$ cat src/rtl/core/utf8sc_pkg.sv
// ----------------------------------------------------------------------------
// utf8sc_pkg
// shared types, reason codes and the lead byte decoder for the utf-8 checker
// ----------------------------------------------------------------------------
package utf8sc_pkg;

   localparam int unsigned BYTE_W   = 8;
   localparam int unsigned BUDGET_W = 16;
   localparam int unsigned REASON_W = 3;
   localparam int unsigned OWED_W   = 3;
   localparam int unsigned CSR_IDX_W = 1;

   // verdict reasons
   localparam logic [REASON_W-1:0] REASON_VALID     = 3'd0;
   localparam logic [REASON_W-1:0] REASON_ALL_ASCII = 3'd1;
   localparam logic [REASON_W-1:0] REASON_BAD_LEAD  = 3'd2;
   localparam logic [REASON_W-1:0] REASON_BAD_CONT  = 3'd3;
   localparam logic [REASON_W-1:0] REASON_TRUNCATED = 3'd4;
   localparam logic [REASON_W-1:0] REASON_BUDGET    = 3'd5;

   // register indexes
   localparam logic [CSR_IDX_W-1:0] CSR_LIMIT_ENABLE = 1'd0;
   localparam logic [CSR_IDX_W-1:0] CSR_CHAR_BUDGET  = 1'd1;

   // one request: a byte and its end-of-string flag
   typedef struct packed {
      logic [BYTE_W-1:0] byte_in;
      logic              is_last;
   } item_type;

   // sequence length of a byte with bit 7 set, zero for a continuation byte
   // 0xfe and 0xff open five-byte sequences
   function automatic logic [OWED_W-1:0] lead_length(input logic [BYTE_W-1:0] b);
      logic [OWED_W-1:0] n;
      begin
         if (b[7:1] == 7'b1111110)       n = 3'd6;
         else if (b[7:3] == 5'b11111)    n = 3'd5;
         else if (b[7:4] == 4'b1111)     n = 3'd4;
         else if (b[7:5] == 3'b111)      n = 3'd3;
         else if (b[7:6] == 2'b11)       n = 3'd2;
         else                            n = 3'd0;
         return n;
      end
   endfunction

endpackage

$ cat src/rtl/core/utf8sc_eval.sv
// ----------------------------------------------------------------------------
// utf8sc_eval
// per-string state update and result register, one byte per cycle unless a last byte waits for the result register
// ----------------------------------------------------------------------------
module utf8sc_eval (
   input  logic                                clock,
   input  logic                                reset,
   input  logic                                limit_enable,
   input  logic [utf8sc_pkg::BUDGET_W-1:0]     char_budget,
   input  logic                                item_valid,
   input  utf8sc_pkg::item_type                item,
   output logic                                item_take,
   output logic                                rsp_valid,
   input  logic                                rsp_ready,
   output logic                                rsp_is_utf8,
   output logic [utf8sc_pkg::REASON_W-1:0]     rsp_reason
);
   import utf8sc_pkg::*;

   logic [OWED_W-1:0]   owed_ff, owed_in;
   logic                ascii_ff, ascii_in;
   logic [BUDGET_W-1:0] budget_ff, budget_in;
   logic                fixed_ff, fixed_in;
   logic                fverdict_ff, fverdict_in;
   logic [REASON_W-1:0] freason_ff, freason_in;
   logic                mid_ff, mid_in;

   logic                rsp_valid_ff, rsp_valid_in;
   logic                rsp_utf8_ff, rsp_utf8_in;
   logic [REASON_W-1:0] rsp_reason_ff, rsp_reason_in;

   logic                out_free;
   logic                high;
   logic [OWED_W-1:0]   lead_n;
   logic [OWED_W-1:0]   s_owed;
   logic                s_ascii;
   logic [BUDGET_W-1:0] s_budget;
   logic                s_fixed;
   logic                s_fverdict;
   logic [REASON_W-1:0] s_freason;

   // a last byte needs room in the result register, others always pass
   assign out_free  = !rsp_valid_ff || rsp_ready;
   assign item_take = item_valid && (!item.is_last || out_free);

   assign high   = item.byte_in[7];
   assign lead_n = lead_length(item.byte_in);

   // state after this byte
   always_comb begin
      s_owed     = owed_ff;
      s_ascii    = ascii_ff;
      s_budget   = mid_ff ? budget_ff : char_budget;
      s_fixed    = fixed_ff;
      s_fverdict = fverdict_ff;
      s_freason  = freason_ff;
      if (!fixed_ff) begin
         if (limit_enable && (s_budget == '0)) begin
            // budget used up: decide on what was seen so far
            s_fixed    = 1'b1;
            s_fverdict = !ascii_ff;
            s_freason  = REASON_BUDGET;
         end else begin
            // one character per ascii byte and per lead byte
            if ((!high || (owed_ff == '0)) && limit_enable) begin
               s_budget = s_budget - 1'b1;
            end
            if (high) begin
               s_ascii = 1'b0;
            end
            if (owed_ff == '0) begin
               if (high) begin
                  if (lead_n == '0) begin
                     s_fixed    = 1'b1;
                     s_fverdict = 1'b0;
                     s_freason  = REASON_BAD_LEAD;
                  end else begin
                     s_owed = lead_n - 1'b1;
                  end
               end
            end else if (item.byte_in[7:6] != 2'b10) begin
               s_fixed    = 1'b1;
               s_fverdict = 1'b0;
               s_freason  = REASON_BAD_CONT;
            end else begin
               s_owed = owed_ff - 1'b1;
            end
         end
      end
   end

   // commit, clearing everything at the end of a string
   always_comb begin
      owed_in     = owed_ff;
      ascii_in    = ascii_ff;
      budget_in   = budget_ff;
      fixed_in    = fixed_ff;
      fverdict_in = fverdict_ff;
      freason_in  = freason_ff;
      mid_in      = mid_ff;
      if (item_take) begin
         if (item.is_last) begin
            owed_in     = '0;
            ascii_in    = 1'b1;
            budget_in   = '0;
            fixed_in    = 1'b0;
            fverdict_in = 1'b0;
            freason_in  = REASON_VALID;
            mid_in      = 1'b0;
         end else begin
            owed_in     = s_owed;
            ascii_in    = s_ascii;
            budget_in   = s_budget;
            fixed_in    = s_fixed;
            fverdict_in = s_fverdict;
            freason_in  = s_freason;
            mid_in      = 1'b1;
         end
      end
   end

   // verdict for the last byte
   always_comb begin
      rsp_valid_in  = rsp_valid_ff && !rsp_ready;
      rsp_utf8_in   = rsp_utf8_ff;
      rsp_reason_in = rsp_reason_ff;
      if (item_take && item.is_last) begin
         rsp_valid_in = 1'b1;
         if (s_fixed) begin
            rsp_utf8_in   = s_fverdict;
            rsp_reason_in = s_freason;
         end else if (s_owed != '0) begin
            rsp_utf8_in   = 1'b0;
            rsp_reason_in = REASON_TRUNCATED;
         end else if (s_ascii) begin
            rsp_utf8_in   = 1'b0;
            rsp_reason_in = REASON_ALL_ASCII;
         end else begin
            rsp_utf8_in   = 1'b1;
            rsp_reason_in = REASON_VALID;
         end
      end
   end

   always_ff @(posedge clock) begin
      if (reset) begin
         owed_ff      <= '0;
         ascii_ff     <= 1'b1;
         budget_ff    <= '0;
         fixed_ff     <= 1'b0;
         fverdict_ff  <= 1'b0;
         freason_ff   <= REASON_VALID;
         mid_ff       <= 1'b0;
         rsp_valid_ff <= 1'b0;
      end else begin
         owed_ff      <= owed_in;
         ascii_ff     <= ascii_in;
         budget_ff    <= budget_in;
         fixed_ff     <= fixed_in;
         fverdict_ff  <= fverdict_in;
         freason_ff   <= freason_in;
         mid_ff       <= mid_in;
         rsp_valid_ff <= rsp_valid_in;
      end
   end

   // result payload
   always_ff @(posedge clock) begin
      rsp_utf8_ff   <= rsp_utf8_in;
      rsp_reason_ff <= rsp_reason_in;
   end

   assign rsp_valid   = rsp_valid_ff;
   assign rsp_is_utf8 = rsp_utf8_ff;
   assign rsp_reason  = rsp_reason_ff;

`ifndef ASSERT_OFF
   // at most five continuation bytes are ever owed
   a_owed_range: assert property (@(posedge clock) disable iff (reset)
      owed_ff <= 3'd5)
      else $error("owed continuation count out of range");

   // a decided verdict carries an early reason only
   a_fixed_reason: assert property (@(posedge clock) disable iff (reset)
      fixed_ff |-> (freason_ff == REASON_BAD_LEAD || freason_ff == REASON_BAD_CONT ||
                    freason_ff == REASON_BUDGET))
      else $error("fixed verdict with unexpected reason");

   // a taken last byte always shows a result next cycle
   a_last_gives_rsp: assert property (@(posedge clock) disable iff (reset)
      (item_take && item.is_last) |=> rsp_valid_ff)
      else $error("last byte taken without result");

   // a positive verdict only with reason valid or budget reached
   a_utf8_reason: assert property (@(posedge clock) disable iff (reset)
      (rsp_valid_ff && rsp_utf8_ff) |->
         (rsp_reason_ff == REASON_VALID || rsp_reason_ff == REASON_BUDGET))
      else $error("positive verdict with error reason");

   // string state is clear between strings
   a_clear_idle: assert property (@(posedge clock) disable iff (reset)
      !mid_ff |-> (owed_ff == '0 && ascii_ff && !fixed_ff))
      else $error("string state not clear between strings");
`endif

endmodule
$ cat config.mk
export PLATFORM = sky130hd
export DESIGN_NAME = utf8sc_eval
export DESIGN_NICKNAME = d
export VERILOG_FILES = /design/src/rtl/core/utf8sc_pkg.sv /design/src/rtl/core/utf8sc_eval.sv
export SDC_FILE = /design/constraint.sdc
export NUM_CORES = 1
export LEC_CHECK = 0
export BUFFER_PORTS_ARGS = -buffer_cell sky130_fd_sc_hd__buf_2
export CORE_MARGIN = 2
export CORE_UTILIZATION = 58
export DETAILED_ROUTE_END_ITERATION = 12
export PLACE_DENSITY_LB_ADDON = 0.1
export SLEW_MARGIN = 10
export SYNTH_ARGS = -nofsm -noshare
export SYNTH_HDL_FRONTEND = slang
export SYNTH_SLANG_ARGS = --single-unit
export TNS_END_PERCENT = 20
$ cat constraint.sdc
create_clock -name clock -period 4.5 [get_ports clock]
set_input_delay 0.9 -clock clock [delete_from_list [all_inputs] [get_ports clock]]
set_output_delay 0.9 -clock clock [all_outputs]
set_load 0.03 [all_outputs]
==> impl_metrics.ini, run 1 <==
[outcome]
status = finished clean

[synth]
synth-xor-area-share = 0.03921
synth_simple_gate_area_share = 0.3213
synth_seq_cells = 31
synthesis.nets = 329
synth_compound_area_frac = 0.2444
synth_edf_count = 4
yosysWarnings = 0
synthesis.area_per_instance_um2 = 8.358
syn_inst = 294
yosysSeqAreaShare = 0.2688
synthArstFlopShare = 0
synth_top_family_by_area = simple AND/OR/NAND/NOR gates
synth_mux_area_frac = 0.05703
synthFlopType = dfxtp_1
netlist_area_um2 = 2457
synth_cell_type_count = 67
synth-adder-area-share = 0.02546

[global_route]
overflow = 0
grt_pass1_vias = 2144
grt_max_degree = 38
antenna_found_initial = 0
grt_pass1_wl_um = 10080
grt_usage = 0.2547

[min_path]
hold_class = flip-flop to flip-flop
holdCritStartpoint = budget_ff[14]

[critical_path]
cp_max_fo = 13
max_stage_delay_ns = 0.54
startpoint = item[8]
worstReg2RegStart = mid_ff
worstPathCellList = buf_2, nand4_1, nor4_1, a31oi_1, ha_1, ha_1, and3b_1, a211oi_1, o22ai_1, a311oi_1, o211ai_1, and3_1
cpMostUsedCell = ha_1
r2r_slack_ns = 1.58
worstPathRequired_ns = 4.54
cp.arrival_ns = 3.61
crit_type = primary input to flip-flop
crit_path_end_kind = flip-flop
crit_path_top_delay_cell = a211oi_1
cp-start-kind = primary input

[placement]
routabilityCongestion = 0.8738
io_buffer_count = 34
placed_area_um2 = 2643
pre_cts_ws_ns = 0.6744
dpl.hpwl_um = 4289

[cells_and_area]
multi_input_area_um2 = 1689
fillCellCount = 365
diodes = 0
drive_above_1_share = 0.2215
area_growth_pct = 12.32
fin_nets = 359
seq_area_um2 = 660.6
stdcell_area_um2 = 2760

[floorplan]
die-area_um2 = 4773
ios = 36
fp-row-count = 23
chipWidth_um = 69.09
coreArea_um2 = 4029
initial_utilization = 0.6099
dieHeight_um = 69.09

[timing]
clock_skew_ns = 0.003496
hold_ws_ns = 0.4437
grt_setup_unrepaired = no
fin_crit_sh = 0.7931
tightestPinTransition_ns = 0.6636
finalMaxSlewViolations = 0
fin_ws_ns = 0.9311
hold_viol = 0
setup_viol = 0
maxSlewHeadroom = 0.5549
totalNegativeSetupSlack_ns = 0
max_freq_ghz = 0.2802
min_period_ns = 3.569

[drt]
drcViolationCount = 0
dr.pass1.iters = 4
routed_wl_um = 5984
wl_per_cell_um = 15.96
drt_iter0_drc = 197
vias_per_cell = 6.347
antenna_left = 0
num_vias = 2380

[power]
leakagePower_nw = 1.051
p_sw_frac = 0.3065
p_int_mw = 0.5430
pwr-share-comb = 0.233
clkPwrFrac = 0.375
power_density_nw_per_um2 = 283.7
netSwitchingPower_mw = 0.2400
seq_power_share = 0.392
irDropWorstVdd_mv = 0.1548

[clocking]
cts.sinks = 31
insertion_delay_ns = 0.29
cts_tree = done
cts_resized = 0
post_cts_buffers = 0
cts_buffers = 5
hold_buffers = 0
clk_pin_slew_ns = 0.07
cts_root_buf = clkbuf_8
htree_levels = 2
clockBufferDepth = 2

[run]
drv_cap = 0
## power by group through the flow
stage               combinational, mW  clock (mW)  sequential (mW)
global placement                0.176           0            0.313
detailed placement              0.178           0            0.313
floorplan                       0.127           0            0.315
finish                          0.182       0.293            0.307
CTS                             0.180       0.297            0.307
global route                    0.200       0.308            0.309
## through the flow
stage | utilization | total power [mW] | instances
3_5_place_dp | 0.6559 | 0.4916 | 367
4_1_cts | 0.6851 | 0.7837 | 375
5_1_grt | 0.6851 | 0.8178 | 375
2_1_floorplan | - | 0.4425 | 294
6_report | 0.6851 | 0.7830 | 375
3_3_place_gp | 0.6559 | 0.4894 | 367
## state kept, by name, summed over array words and instances (netlist names)
name	flops
budget_ff	16
fverdict_ff	1
ascii_ff	1
owed_ff	3
rsp_valid	1
freason_ff	3
rsp_is_utf8	1
mid_ff	1
rsp_reason	3
fixed_ff	1
## cell families after synthesis
kind of cell             count (synthesis)
multiplexers                            14
XOR/XNOR                                11
adder cells (fa/ha/maj)                  5
AO/OA/AOI/OAI                           84
buffers and inverters                   24
AND/OR/NAND/NOR                        125
flip-flops                              31
## synthesized netlist by cell type (all sizes together) (3+ instances only)
cell     number  share of area
a211oi        3         0.0092
a21oi        16          0.037
a221o         4          0.016
a31oi         4          0.010
buf           4          0.013
clkbuf       10          0.015
dfxtp        27           0.22
edfxtp        4          0.049
ha            5          0.025
inv          10          0.015
mux2i        14          0.057
nand2        23          0.035
nand2b       10          0.029
nand3        13          0.026
nor2         27          0.045
nor2b         4          0.010
nor3         15          0.041
nor3b         3          0.011
nor4         11          0.048
nor4b         5          0.032
o2111ai       3          0.013
o211ai        9          0.030
o21ai        19          0.039
o22ai         5          0.018
o311ai        4          0.014
or3           7          0.020
xnor2         5          0.018
xor2          6          0.021
## critical path: cells and delay by family
family	cells	cell delay, ns
compound gates	5	1.29
simple gates	4	0.76
fa+ha+maj	2	0.45
buf+inv	1	0.21
## metal layers
metal	global-route usage	share of wire
met4	0.06100	0.011
met2	0.3900	0.44
met5	0	0
met3	0.05117	0.055
met1	0.3683	0.49
## worst paths after layout
path,to,cells after the start
max,rsp_reason[2],12
min,budget_ff[14],2
max reg2reg,rsp_reason[0],8
min reg2reg,budget_ff[14],2
## layout make-up
type,count,share of cell area
Clock buffer,6,0.02992
Clock inverter,2,0.01269
Inverter,10,0.01360
Sequential cell,31,0.2393
Tap cell,50,0.02267
Timing Repair Buffer,37,0.06981
Multi-Input combinational cell,239,0.6120
## placed cells by master, fill, tap and decap left out, types with 10 or more instances in the layout
| cell | count |
|---|---|
| inv_1 | 10 |
| a21oi_1 | 15 |
| dfxtp_1 | 27 |
| nor3_1 | 11 |
| buf_2 | 34 |
| nand3_1 | 13 |
| o21ai_0 | 15 |
| nand2_1 | 23 |
| mux2i_1 | 14 |
| nor2_1 | 25 |
Note: power is estimated with default switching activity, not from simulation.
==> run 2, diff against run 1 <==
--- a/config.mk
+++ b/config.mk
@@ -5,9 +5,10 @@
 export SDC_FILE = /design/constraint.sdc
 export NUM_CORES = 1
 export LEC_CHECK = 0
+export ABC_AREA = 1
 export BUFFER_PORTS_ARGS = -buffer_cell sky130_fd_sc_hd__buf_2
 export CORE_MARGIN = 2
-export CORE_UTILIZATION = 58
+export CORE_UTILIZATION = 52
 export DETAILED_ROUTE_END_ITERATION = 12
 export PLACE_DENSITY_LB_ADDON = 0.1
 export SLEW_MARGIN = 10
==> constraint.sdc (replaced) <==
create_clock -name clock -period 3.15 [get_ports clock]
set_input_delay 0.63 -clock clock [delete_from_list [all_inputs] [get_ports clock]]
set_output_delay 0.63 -clock clock [all_outputs]
set_load 0.03 [all_outputs]
==> run 2 against run 1 <==
Net effect:
- sequential share of layout area increased by 0.82 points
- setup slack got worse by 0.26 ns
- register-to-register slack got worse by 0.91 ns
- count of clock-buffer cells in the layout decreased by 1
- area after synthesis decreased by 3.1%
==> impl_metrics.ini, run 2 <==
[placement]
io_buffer_count = 34
dp.cells = 491
routabilityCongestion = 0.8943
dpl.hpwl_um = 4226

[critical_path]
cp.arrival_ns = 2.53
cp-start-kind = flip-flop
cp_max_fo = 17
crit_type = flip-flop to flip-flop
crit_path_end_kind = flip-flop
worstPathRequired_ns = 3.20

[global_route]
grt_pass1_wl_um = 9915
antenna_found_initial = 0
overflow = 0
grt_max_degree = 28
grt_pass1_vias = 2355
grt_usage = 0.2399

[cells_and_area]
fillCellCount = 449
diodes = 0
drive_above_1_share = 0.1365
regMostFlops = budget_ff
area_growth_pct = 12.03
seq_area_um2 = 660.6
final_common_cell = nand2_1
fin_nets = 481
multi_input_area_um2 = 1463
largest_reg_flops = 16
layout_common_cells = nand2_1, inv_1, nand3_1
fin_cells = 499

[synth]
synthesis.area_per_instance_um2 = 5.740
synthTopCellsByCount = nand2_1, inv_1, nand3_1, a21oi_1, nor2_1
synth_seq_cells = 31
synth_top_area_share = 0.2584
synthArstFlopShare = 0
yosys.area.top_type = nand2_1
netlist_area_um2 = 2382
synth_cell_type_count = 30
yosys-top-cells-area = nand2_1, dfxtp_1, nand3_1
syn_inst = 415
synthFlopType = dfxtp_1
synthesis.nets = 450
synth_edf_count = 4
synth.most_common_cell = nand2_1
yosysWarnings = 0
yosysSeqAreaShare = 0.2773

[clocking]
cts_root_buf = clkbuf_8
clockBufferDepth = 2
clk_pin_slew_ns = 0.07
cts_tree = done
hold_buffers = 0
cts.sinks = 31
insertion_delay_ns = 0.29
cts_buffers = 5
post_cts_buffers = 0
htree_levels = 2
cts_resized = 0

[timing]
fin_crit_sh = 0.7882
tightestPinTransition_ns = 0.8477
totalNegativeSetupSlack_ns = 0
clock_skew_ns = 0.005141
hold_viol = 0
maxSlewHeadroom = 0.4328
max_freq_ghz = 0.4027
min_period_ns = 2.483
finalMaxSlewViolations = 0
setup_viol = 0
grt_setup_unrepaired = no

[floorplan]
dieHeight_um = 71.69
fp-row-count = 24
die-area_um2 = 5139
chipWidth_um = 71.69
initial_utilization = 0.5434
coreArea_um2 = 4384
ios = 36

[drt]
antenna_left = 0
wl_per_cell_um = 11.50
num_vias = 2585
drt_iter0_drc = 146
dr.pass1.iters = 4
vias_per_cell = 5.180
drcViolationCount = 0
routed_wl_um = 5740

[power]
irDropWorstVdd_mv = 0.2126
leakagePower_nw = 1.255
power_density_nw_per_um2 = 392.3

[run]
drv_cap = 0

[outcome]
status = finished clean

[min_path]
hold_class = flip-flop to flip-flop
==> run 2: changes by cell type in the layout (fill, tap and decap cells not counted), sizes merged, moves of 11 or more <==
cell | before | now
a21oi | 16 | 29
nor2 | 27 | 38
nand4 | 1 | 16
mux2i | 14 | 0
nor3 | 15 | 3
nor4 | 11 | 0
nand3 | 13 | 40
inv | 10 | 51
nand2 | 23 | 166
==> run 2: through the flow <==
stage               hold slack, ns  setup slack [ns]    util  total power [mW]  cell area (um2)
finish                      0.4627            0.6670  0.6087             1.047             2669
global route                0.4927            0.3248  0.6087             1.115             2669
CTS                         0.4671            0.6521  0.6087             1.053             2669
detailed placement          0.4560            0.4834  0.5885            0.7351             2580
global placement            0.4501            0.5442  0.5885            0.7287             2580
floorplan                   0.4419            0.8651       -            0.6620             2382
==> run 2: worst max-delay path, cell delays in order (launching register included) <==
cell and delay [ns]:
dfxtp_1 0.34, buf_4 0.22, nand2_1 0.08, o21ai_1 0.16, ha_1 0.25, nand3_1 0.10
nor2_2 0.17, nand2_1 0.11, nor2_1 0.12, nand2_2 0.16, nand2_4 0.15, nand2_1 0.06
nand2_1 0.10, nor2_1 0.07, nand4_1 0.07, nand2_1 0.07
==> run 2: power breakdown <==
part / internal (mW) / switching, mW
combinational: 0.0986 / 0.195
sequential: 0.423 / 0.0116
clock: 0.154 / 0.165
==> run 2: worst paths after layout <==
path / from / endpoint / slack (ns) / depth (start not counted)
hold / removal: freason_ff[0] / freason_ff[0] / 0.46 / 2
hold reg to reg: freason_ff[0] / freason_ff[0] / 0.46 / 2
setup reg to reg: mid_ff / rsp_is_utf8 / 0.67 / 15
setup / recovery: mid_ff / rsp_is_utf8 / 0.67 / 15
==> run 2: area by class of cell <==
cell class | count | area share
multi-input combinational | 319 | 0.5481
sequential | 31 | 0.2475
timing repair buffer | 38 | 0.07501
inverter | 51 | 0.07173
clock buffer | 5 | 0.02579
tap | 52 | 0.02438
clock inverter | 3 | 0.007501
==> run 2: cells by family after synthesis <==
family / synth area share
fa+ha+maj: 0.02626
simple gates: 0.4737
compound gates: 0.1103
xor+xnor: 0.003677
flops: 0.2773
buf+inv: 0.1087
==> run 2: layer usage <==
metal  vias up  track usage  routed length, um
met4         0      0.07757                 76
met5         -            0                  0
met2        69       0.3940               2505
li1       1392            -                  -
met3        10      0.04641                319
met1      1114       0.3179               2838
